<file path="src/design/sha1_stream_hasher_unit_macros.svh">
// assertion macros for the sha1 stream hasher
// no dependencies; included by sha1_stream_hasher_unit, which carries assertions
`ifndef SHA1_STREAM_HASHER_UNIT_MACROS_SVH
`define SHA1_STREAM_HASHER_UNIT_MACROS_SVH

`ifndef SYNTH
// antecedent implies consequent in the same cycle
`define SHA1_ASSERT_SAME(label, clk, rst_n, ante, cons) \
	label: assert property (@(posedge clk) disable iff (!rst_n) (ante) |-> (cons)) \
		else $error("sha1 assertion failed");
// antecedent implies consequent in the next cycle
`define SHA1_ASSERT_NEXT(label, clk, rst_n, ante, cons) \
	label: assert property (@(posedge clk) disable iff (!rst_n) (ante) |=> (cons)) \
		else $error("sha1 assertion failed");
`else
`define SHA1_ASSERT_SAME(label, clk, rst_n, ante, cons)
`define SHA1_ASSERT_NEXT(label, clk, rst_n, ante, cons)
`endif

`endif

</file>
<file path="src/design/sha1sh_pkg.sv">
// shared types, constants and round functions of the sha1 stream hasher
// no dependencies
package sha1sh_pkg;

	localparam int WORD_W   = 32;
	localparam int BLK_WRDS = 16;
	localparam int CHAIN_N  = 5;
	localparam int RND_W    = 7;

	localparam logic [RND_W-1:0] LAST_ROUND = 7'd79;
	localparam logic [2:0]       LAST_IDX   = 3'd4;
	localparam logic [7:0]       PAD_BYTE   = 8'h80;

	localparam logic [WORD_W-1:0] H_INIT [CHAIN_N] = '{
		32'h67452301, 32'hEFCDAB89, 32'h98BADCFE, 32'h10325476, 32'hC3D2E1F0
	};

	typedef enum logic [4:0] {
		S_IDLE  = 5'b00001,
		S_INIT  = 5'b00010,
		S_ROUND = 5'b00100,
		S_FIN   = 5'b01000,
		S_OUT   = 5'b10000
	} state_t;

	// what feeds rounds 0..15 of a compression
	typedef enum logic [1:0] {
		BK_DATA = 2'd0,
		BK_PAD1 = 2'd1,
		BK_PAD2 = 2'd2
	} blk_kind_t;

	function automatic logic [WORD_W-1:0] k_round(input logic [RND_W-1:0] rnd);
		logic [WORD_W-1:0] k;
		if (rnd < 7'd20)
			k = 32'h5A827999;
		else if (rnd < 7'd40)
			k = 32'h6ED9EBA1;
		else if (rnd < 7'd60)
			k = 32'h8F1BBCDC;
		else
			k = 32'hCA62C1D6;
		return k;
	endfunction

	function automatic logic [WORD_W-1:0] f_round(input logic [RND_W-1:0] rnd,
			input logic [WORD_W-1:0] b, input logic [WORD_W-1:0] c,
			input logic [WORD_W-1:0] d);
		logic [WORD_W-1:0] f;
		if (rnd < 7'd20)
			f = (b & c) | (~b & d);
		else if (rnd < 7'd40 || rnd >= 7'd60)
			f = b ^ c ^ d;
		else
			f = (b & c) | (b & d) | (c & d);
		return f;
	endfunction

endpackage

</file>
<file path="src/design/sha1_stream_hasher_unit.sv">
// sha1 stream hasher: byte stream in, five digest words out
// depends on sha1sh_pkg and sha1_stream_hasher_unit_macros.svh
// input: a byte that does not close a block is taken without a stall; the 64th byte of a
//   block holds the input off through the load, 80 rounds and chain update
// end of message: one or two pad blocks (plus a data block if the same byte closes
//   one), then five output words, one per cycle when taken
// no byte is taken while a block is being compressed or while the digest is output
// reset: arst_n clears control, reloads the initial chain and zeroes the byte count
`include "sha1_stream_hasher_unit_macros.svh"

module sha1_stream_hasher_unit (
	input  logic        clk,
	input  logic        arst_n,
	input  logic        s_axis_tvalid,
	output logic        s_axis_tready,
	input  logic [7:0]  s_axis_tdata,   // [7:0] data_byte
	input  logic        s_axis_tuser,   // [0] byte_valid
	input  logic        s_axis_tlast,   // end_of_message
	output logic        m_axis_tvalid,
	input  logic        m_axis_tready,
	output logic [39:0] m_axis_tdata,   // [31:0] digest_word, [34:32] word_index, zero fill
	output logic        m_axis_tlast    // last_word
);
	import sha1sh_pkg::*;

	// control state
	state_t            state_q;
	blk_kind_t         kind_q;
	logic [RND_W-1:0]  rnd_q;
	logic [2:0]        idx_q;
	logic [63:0]       cnt_q;
	logic              eom_pend_q;
	logic [WORD_W-1:0] chain_q [CHAIN_N];

	// datapath registers, no reset needed
	logic [WORD_W-1:0] acc_q;
	logic [WORD_W-1:0] pad_word_q;
	logic [3:0]        pad_idx_q;
	logic              two_blk_q;
	logic [63:0]       len_q;
	logic [WORD_W-1:0] wv_q [CHAIN_N];
	logic [WORD_W-1:0] sched_q [BLK_WRDS];

	// block store: one write port (byte packing), one registered read port (rounds)
	logic [WORD_W-1:0] blk_mem [BLK_WRDS];
	logic [WORD_W-1:0] rdata_q;
	logic              mem_we;
	logic [3:0]        mem_waddr;
	logic [3:0]        mem_raddr;

	logic              in_fire;
	logic              out_fire;
	logic              byte_vld;
	logic [5:0]        pos;
	logic [5:0]        pos_e;
	logic [WORD_W-1:0] acc_new;
	logic [WORD_W-1:0] pad_new;
	logic [63:0]       cnt_new;
	logic              blk_full;

	logic [3:0]        r4;
	logic [WORD_W-1:0] w_ld;
	logic [WORD_W-1:0] w_xor;
	logic [WORD_W-1:0] w_cur;
	logic [WORD_W-1:0] t_sum;

	assign in_fire  = s_axis_tvalid && s_axis_tready;
	assign out_fire = m_axis_tvalid && m_axis_tready;
	assign byte_vld = s_axis_tuser;

	// byte packing: big-endian within the word, first byte in bits 31:24
	assign pos     = cnt_q[5:0];
	assign cnt_new = cnt_q + {63'd0, byte_vld};
	assign pos_e   = cnt_new[5:0];

	always_comb begin
		acc_new = acc_q;
		if (byte_vld) begin
			if (pos[1:0] == 2'd0)
				acc_new = {s_axis_tdata, 24'd0};
			else
				acc_new = acc_q | ({24'd0, s_axis_tdata} << {~pos[1:0], 3'b000});
		end
	end

	// word that carries the 0x80 marker, merged with any bytes already in it
	always_comb begin
		if (pos_e[1:0] == 2'd0)
			pad_new = {PAD_BYTE, 24'd0};
		else
			pad_new = acc_new | ({24'd0, PAD_BYTE} << {~pos_e[1:0], 3'b000});
	end

	assign blk_full  = byte_vld && (pos == 6'd63);
	assign mem_we    = in_fire && byte_vld && (pos[1:0] == 2'd3);
	assign mem_waddr = pos[5:2];
	// read one word ahead so that rdata_q holds word r during round r
	assign mem_raddr = (state_q == S_INIT) ? 4'd0 : (rnd_q[3:0] + 4'd1);

	always_ff @(posedge clk) begin
		if (mem_we)
			blk_mem[mem_waddr] <= acc_new;
		rdata_q <= blk_mem[mem_raddr];
	end

	// message word for rounds 0..15, by block kind
	assign r4 = rnd_q[3:0];

	always_comb begin
		case (kind_q)
			BK_DATA: w_ld = rdata_q;
			BK_PAD1: begin
				if (r4 < pad_idx_q)
					w_ld = rdata_q;
				else if (r4 == pad_idx_q)
					w_ld = pad_word_q;
				else if (!two_blk_q && r4 == 4'd14)
					w_ld = len_q[63:32];
				else if (!two_blk_q && r4 == 4'd15)
					w_ld = len_q[31:0];
				else
					w_ld = '0;
			end
			BK_PAD2: begin
				if (r4 == 4'd14)
					w_ld = len_q[63:32];
				else if (r4 == 4'd15)
					w_ld = len_q[31:0];
				else
					w_ld = '0;
			end
			default: w_ld = '0;
		endcase
	end

	// schedule expansion from the 16-word window: taps r-3, r-8, r-14, r-16
	assign w_xor = sched_q[13] ^ sched_q[8] ^ sched_q[2] ^ sched_q[0];
	assign w_cur = (rnd_q < 7'd16) ? w_ld : {w_xor[30:0], w_xor[31]};

	assign t_sum = {wv_q[0][26:0], wv_q[0][31:27]}
		+ f_round(rnd_q, wv_q[1], wv_q[2], wv_q[3])
		+ wv_q[4] + k_round(rnd_q) + w_cur;

	// sequencer
	always_ff @(posedge clk or negedge arst_n) begin
		if (!arst_n) begin
			state_q    <= S_IDLE;
			kind_q     <= BK_DATA;
			rnd_q      <= '0;
			idx_q      <= '0;
			cnt_q      <= '0;
			eom_pend_q <= 1'b0;
			for (int i = 0; i < CHAIN_N; i++)
				chain_q[i] <= H_INIT[i];
		end else begin
			case (state_q)
				S_IDLE: begin
					if (in_fire) begin
						cnt_q <= cnt_new;
						if (blk_full) begin
							// full data block first, padding follows if the message ends
							kind_q     <= BK_DATA;
							eom_pend_q <= s_axis_tlast;
							state_q    <= S_INIT;
						end else if (s_axis_tlast) begin
							kind_q  <= BK_PAD1;
							state_q <= S_INIT;
						end
					end
				end
				S_INIT: begin
					rnd_q   <= '0;
					state_q <= S_ROUND;
				end
				S_ROUND: begin
					rnd_q <= rnd_q + 7'd1;
					if (rnd_q == LAST_ROUND)
						state_q <= S_FIN;
				end
				S_FIN: begin
					for (int i = 0; i < CHAIN_N; i++)
						chain_q[i] <= chain_q[i] + wv_q[i];
					case (kind_q)
						BK_DATA: begin
							if (eom_pend_q) begin
								kind_q     <= BK_PAD1;
								eom_pend_q <= 1'b0;
								state_q    <= S_INIT;
							end else begin
								state_q <= S_IDLE;
							end
						end
						BK_PAD1: begin
							if (two_blk_q) begin
								// marker left no room for the length
								kind_q  <= BK_PAD2;
								state_q <= S_INIT;
							end else begin
								idx_q   <= '0;
								state_q <= S_OUT;
							end
						end
						default: begin
							idx_q   <= '0;
							state_q <= S_OUT;
						end
					endcase
				end
				S_OUT: begin
					if (out_fire) begin
						if (idx_q == LAST_IDX) begin
							// ready for the next message
							for (int i = 0; i < CHAIN_N; i++)
								chain_q[i] <= H_INIT[i];
							cnt_q   <= '0;
							state_q <= S_IDLE;
						end else begin
							idx_q <= idx_q + 3'd1;
						end
					end
				end
				default: state_q <= S_IDLE;
			endcase
		end
	end

	// datapath
	always_ff @(posedge clk) begin
		if (in_fire) begin
			acc_q <= acc_new;
			if (s_axis_tlast) begin
				pad_word_q <= pad_new;
				pad_idx_q  <= pos_e[5:2];
				two_blk_q  <= (pos_e[5:3] == 3'b111);
				len_q      <= {cnt_new[60:0], 3'b000};
			end
		end
		if (state_q == S_INIT) begin
			for (int i = 0; i < CHAIN_N; i++)
				wv_q[i] <= chain_q[i];
		end
		if (state_q == S_ROUND) begin
			wv_q[0] <= t_sum;
			wv_q[1] <= wv_q[0];
			wv_q[2] <= {wv_q[1][1:0], wv_q[1][31:2]};
			wv_q[3] <= wv_q[2];
			wv_q[4] <= wv_q[3];
			for (int i = 0; i < BLK_WRDS - 1; i++)
				sched_q[i] <= sched_q[i+1];
			sched_q[BLK_WRDS-1] <= w_cur;
		end
	end

	assign s_axis_tready = (state_q == S_IDLE);
	assign m_axis_tvalid = (state_q == S_OUT);
	assign m_axis_tdata  = {5'd0, idx_q, chain_q[idx_q]};
	assign m_axis_tlast  = (idx_q == LAST_IDX);

	`SHA1_ASSERT_SAME(a_no_in_while_out, clk, arst_n, m_axis_tvalid, !s_axis_tready)
	`SHA1_ASSERT_SAME(a_mem_wr_idle, clk, arst_n, mem_we, state_q == S_IDLE)
	`SHA1_ASSERT_SAME(a_rnd_range, clk, arst_n, state_q == S_ROUND, rnd_q <= LAST_ROUND)
	`SHA1_ASSERT_SAME(a_idx_range, clk, arst_n, m_axis_tvalid, idx_q <= LAST_IDX)
	`SHA1_ASSERT_NEXT(a_msg_restart, clk, arst_n, out_fire && m_axis_tlast,
		state_q == S_IDLE && cnt_q == 64'd0)

endmodule
</file>
<file path="config.mk">
export PLATFORM = sky130hd
export DESIGN_NAME = sha1_stream_hasher_unit
export DESIGN_NICKNAME = d
export VERILOG_FILES = /design/src/design/sha1sh_pkg.sv /design/src/design/sha1_stream_hasher_unit.sv
export VERILOG_INCLUDE_DIRS = /design/src /design/src/design
export SDC_FILE = /design/constraint.sdc
export NUM_CORES = 2
export LEC_CHECK = 0
export BUFFER_PORTS_ARGS = -buffer_cell sky130_fd_sc_hd__buf_2
export CORE_ASPECT_RATIO = 0.5
export CORE_MARGIN = 1
export CORE_UTILIZATION = 50
export DETAILED_ROUTE_END_ITERATION = 7
export PLACE_DENSITY_LB_ADDON = 0.05
export SKIP_LAST_GASP = 1
export SLEW_MARGIN = 15
export SYNTH_ARGS = -nofsm -noshare
export SYNTH_HDL_FRONTEND = slang
export SYNTH_SLANG_ARGS = --single-unit
export TNS_END_PERCENT = 10
</file>
<file path="constraint.sdc">
create_clock -name clk -period 16.9 [get_ports clk]
set_clock_uncertainty 0.15 [all_clocks]
set_input_delay 5.07 -clock clk [delete_from_list [all_inputs] [get_ports clk]]
set_output_delay 5.07 -clock clk [all_outputs]
set_load 0.005 [all_outputs]
</file>
# After elaboration in Yosys (flattened, before gate mapping)
# Memory sizes are Yosys's and may differ from the RTL's. A register that Yosys moved wholly into a read port is not among the register bits.
# Index checks and enable logic that the tools add are counted.
# totals
register_bits	372
ram_bits	1184
in_bits	14
output_inout_bits	43
word_cells	179
memories	3
# mem_list
memory	depth	width	read_ports	rd_ports_with_merged_regs	write_ports	line	source
blk_mem	16	32	1	1	1	sha1_stream_hasher_unit.sv:45	logic [WORD_W-1:0] blk_mem [BLK_WRDS];
sched_q	16	32	16	0	16	sha1_stream_hasher_unit.sv:42	logic [WORD_W-1:0] sched_q [BLK_WRDS];
wv_q	5	32	5	0	5	sha1_stream_hasher_unit.sv:41	logic [WORD_W-1:0] wv_q [CHAIN_N];
# classes
n_addsub	13
order_cmp	7
n_eq_ne	28
n_shift	2
n_mux	64
bitwise_logic	23
n_reduce_logical	23
# op_table
cell	count
$mux 32	20
$mux 160	2
$pmux 160 s2	1
$add 32x32->32	9
$mux 64	3
$or 32x32->32	5
$xor 32x32->32	5
$and 32x32->32	4
$pmux 64 s2	1
$bmux 32 s3	1
$pmux 32 s3	1
$add 64x1->64	1
$mux 5	7
$not 32->32	1
$shl 8x5->32	1
$shl 8x5->32 const A	1
$mux 31	1
$pmux 5 s5	1
$lt 7x5->1 const B	2
$lt 7x6->1 const B	2
$pmux 7 s2	1
$mux 2	6
$pmux 3 s2	2
$ne 2x1->1 const B	5
other kinds (41)	77

# Logic depth before layout (Yosys ltp)
# An unclocked memory read counts as a cell.
# logic_depth
word_depth	11
mapped_depth	31
mapped_depth_nobuf	28

# Worst setup path before layout
# Ideal clock, no wire load.
# synth_timing
kind	reg2reg
from	register state_q[1]
to	memory sched_q[0][0] (enable)
setup_ns	1.076
arrival_ns	15.067
required_ns	15.674
path_slack_ns	0.607
path_stages_with_launch	6
n_path_buf	2
period_less_slack_ns	16.293
cell_sequence	dfrtp_1 -> nor2_1 -> nand3_1 -> inv_1 -> clkbuf_1 -> clkbuf_1
# synth_lines
element	line	source
from (decl)	sha1_stream_hasher_unit.sv:27	state_t state_q;
from (signal assigned)	sha1_stream_hasher_unit.sv:147	state_q <= S_IDLE;
from (signal assigned)	sha1_stream_hasher_unit.sv:164	state_q <= S_INIT;
from (signal assigned)	sha1_stream_hasher_unit.sv:167	state_q <= S_INIT;
to (decl)	sha1_stream_hasher_unit.sv:42	

# Worst setup path in the final report
# layout_timing
from	register idx_q[0]
to	output port m_axis_tdata[23]
# layout_via
elab_chain_cells	4
# layout_lines
element	line	source
from (decl)	sha1_stream_hasher_unit.sv:30	logic [2:0] idx_q;
from (signal assigned)	sha1_stream_hasher_unit.sv:218	idx_q <= idx_q + 3'd1;
$not 3->4 (implied by the code)	sha1_stream_hasher_unit.sv:256	assign m_axis_tdata = {5'd0, idx_q, chain_q[idx_q]};
$bmux 32 s3	sha1_stream_hasher_unit.sv:256	
$mux 32 (implied by the code) (2 in a row)	sha1_stream_hasher_unit.sv:256	
to (decl)	sha1_stream_hasher_unit.sv:21	output logic [39:0] m_axis_tdata,
# Every way passes these cells. The select of a mux whose other input is x is not followed.

==> flow_metrics.env <==
export IMPL_die_y_um=276
export IMPL_async_flop_share=0.151
export IMPL_critical_path_class="flip-flop to output port"
export IMPL_grt_overflow_total=0
export IMPL_critPathMaxFanout=32
export IMPL_htreeDepth=4
export IMPL_holdWs_ns=0.237
export IMPL_slew_headroom=0.183
export IMPL_place_ws_ns=8.59
export IMPL_required_ns=11.68
export IMPL_cts_sinks=1581
export IMPL_cap_violations=0
export IMPL_tns_ns=0
export IMPL_cts_setup_buffers=0
export IMPL_grt_usage=0.274
export IMPL_wire_per_inst_um=25.8
export IMPL_initial_utilization=0.504
export IMPL_hold_path_class="flip-flop to flip-flop"
export IMPL_grt_pass1_vias=46763
export IMPL_status="completed"
export IMPL_worstPathArrival_ns=3.35
export IMPL_crit_path_start_kind="flip-flop"
export IMPL_cts_resized=0
export IMPL_crit_path_cell_trace="buf_4 > mux4_2 > inv_1 > o21ai_0 > buf_2"
export IMPL_io_pin_count=57
export IMPL_cts_tree="built"
export IMPL_routed_wl_um=209000
export IMPL_core_area_um2=149000
export IMPL_power_density_nw_per_um2=230
export IMPL_ys_warn_count=0
export IMPL_final_nets=6344
export IMPL_first_pass_iters=6
export IMPL_period_share=0.507
export IMPL_place_hpwl_um=134000
export IMPL_rsz0062_at_grt="false"
export IMPL_synth_cell_types=105
export IMPL_netlist_instances=5995
export IMPL_die_w_um=550
export IMPL_final_hold_viol_count=0
export IMPL_vias=49161
export IMPL_insertion_delay_ns=0.79
export IMPL_max_freq_mhz=117
export IMPL_crit_family="buffers and inverters"
export IMPL_avgViaCountPerCell=6.08
export IMPL_cts_buffer_depth=4
export IMPL_fillers=12251
export IMPL_synth_seq_area_share=0.614
export IMPL_synthFlopType="edfxtp_1"
export IMPL_worstMarginPinSlew_ns=1.21
export IMPL_crit_slowest_cell="o21ai_0"
export IMPL_antenna_found_initial=10
export IMPL_max_stage_delay_ns=0.81
export IMPL_area_growth_pct=9.79
export IMPL_drive_above_1_share=0.0993
export IMPL_cts_root_buf="clkbuf_16"
export IMPL_slew_viol_final=0
export IMPL_clkTransAtPathRegs_ns=0.07
export IMPL_synth_avg_cell_area_um2=12.5
export IMPL_cp_end_kind="output port"
export IMPL_synth_enable_flop_cells=1310
export IMPL_numCtsBuffers=153
export IMPL_grt_max_degree=225
export IMPL_ys_ff_latch=1581
export IMPL_setup_slack_ns=8.33
export IMPL_dieArea_um2=152000
export IMPL_ant_nets=0
export IMPL_fin_crit_ns=8.57
export IMPL_drc=0
export IMPL_num_rows=100
export IMPL_netlist_area_um2=75000
export IMPL_leakage_uw=0.0303
export IMPL_place_congestion=0.908
export IMPL_ir_drop_uv=234
export IMPL_drt_initial_drc_count=5142
export IMPL_setup_viol=0
export IMPL_path_buf_inv=3
export IMPL_ctsHoldBuffers=0
export IMPL_grt_pass1_wl_um=308000
export IMPL_io_buffers=51
[metal layers]
metal  track usage  vias up  share of wire
met3        0.0473      283          0.069
met1         0.421    25077           0.48
li1              -    22101              -
met5             0        -        0.00029
met2         0.410     1692           0.44
met4        0.0563        8          0.019
[logic make-up after synthesis]
group           Yosys count  synth area share
simple gates           1688             0.104
flops                  1581             0.614
compound gates         1425             0.123
buf+inv                 555            0.0285
fa+ha+maj               356            0.0719
xor+xnor                299            0.0350
mux                      90            0.0229
other cells               1         0.0000500
[sequential cells by signal (all words and copies together), names as in the netlist, 7 cells and up]
register,count
wv_q,160
len_q,58
rnd_q,7
acc_q,32
rdata_q,32
blk_mem,512
cnt_q,61
sched_q,512
chain_q,160
pad_word_q,32
[worst paths after layout]
path | from | endpoint | slack (ns) | cells after the start
max | idx_q[0] | m_axis_tdata[23] | 8.33 | 5
min | sched_q[1][114] | sched_q[1][82] | 0.24 | 0
max reg2reg | rnd_q[0] | wv_q[0][31] | 8.55 | 26
min reg2reg | sched_q[1][114] | sched_q[1][82] | 0.24 | 0
max in group asynchronous | arst_n | rnd_q[0] | 10.19 | 3
min in group asynchronous | arst_n | chain_q[56] | 4.15 | 1
[power breakdown]
group	switching, µW	internal (µW)	total, µW
Clock	1500	1950	3450
Sequential	754	5300	6060
Combinational	5710	3740	9450
Total	7960	11000	19000
[cell usage after synthesis, drive strengths merged (64+ instances only)]
cell type / instances / area [µm²]
dfrtp: 158 / 3950
edfxtp: 1310 / 39300
o21ai: 463 / 2320
a21o: 89 / 668
nor2: 289 / 1100
ha: 230 / 2880
and3: 104 / 661
fa: 125 / 2500
nor3: 75 / 385
xnor2: 177 / 1560
inv: 248 / 931
clkbuf: 255 / 957
xor2: 122 / 1070
a21oi: 231 / 1160
dfstp: 81 / 2130
a211oi: 102 / 766
nand3: 72 / 373
nand2: 810 / 3050
mux4: 64 / 1440
a31oi: 86 / 544
or3: 152 / 966
o211ai: 83 / 623
[stage by stage]
step | std cells | util | power, µW | area [µm²]
floorplan | 5999 | - | 12800 | 75000
global placement | 7809 | 0.520 | 15300 | 77400
detailed placement | 7809 | 0.520 | 15400 | 77400
CTS | 8079 | 0.553 | 18900 | 82300
global route | 8080 | 0.553 | 20300 | 82300
finish | 8080 | 0.553 | 19000 | 82300
[cell usage in the layout, fill, tap and decap left out, types with 29 or more instances in the layout]
master and instances:
nand2b_1 34, o21ai_0 449, o211ai_1 83, a31oi_1 85, nor2_1 266, fa_1 125
nor3_1 65, clkbuf_16 158, a211oi_1 102, o31ai_1 37, and3_1 101, nor2b_1 46
xor2_1 122, ha_1 230, dfstp_2 81, dfrtp_1 153, dfxtp_1 32, buf_4 73
o311ai_0 53, nand3_1 70, xnor2_1 176, clkbuf_1 32, a21o_1 89, buf_2 50
nand2_1 808, a21oi_1 230, mux4_2 64, o21a_1 47, edfxtp_1 1310, a22o_1 45
or3_1 148, inv_1 244, clkinv_2 29
[cell type report]
cell class,instances,area [µm²],share of cell area
tap,1989,2490,0.0302
clock inverter,64,609,0.00740
clock buffer,206,4290,0.0522
sequential,1581,46100,0.560
antenna,1,2.50,0.0000304
inverter,249,951,0.0115
multi-input combinational,3863,27000,0.329
timing repair buffer,127,873,0.0106
Power figures use the tool's default switching activity.
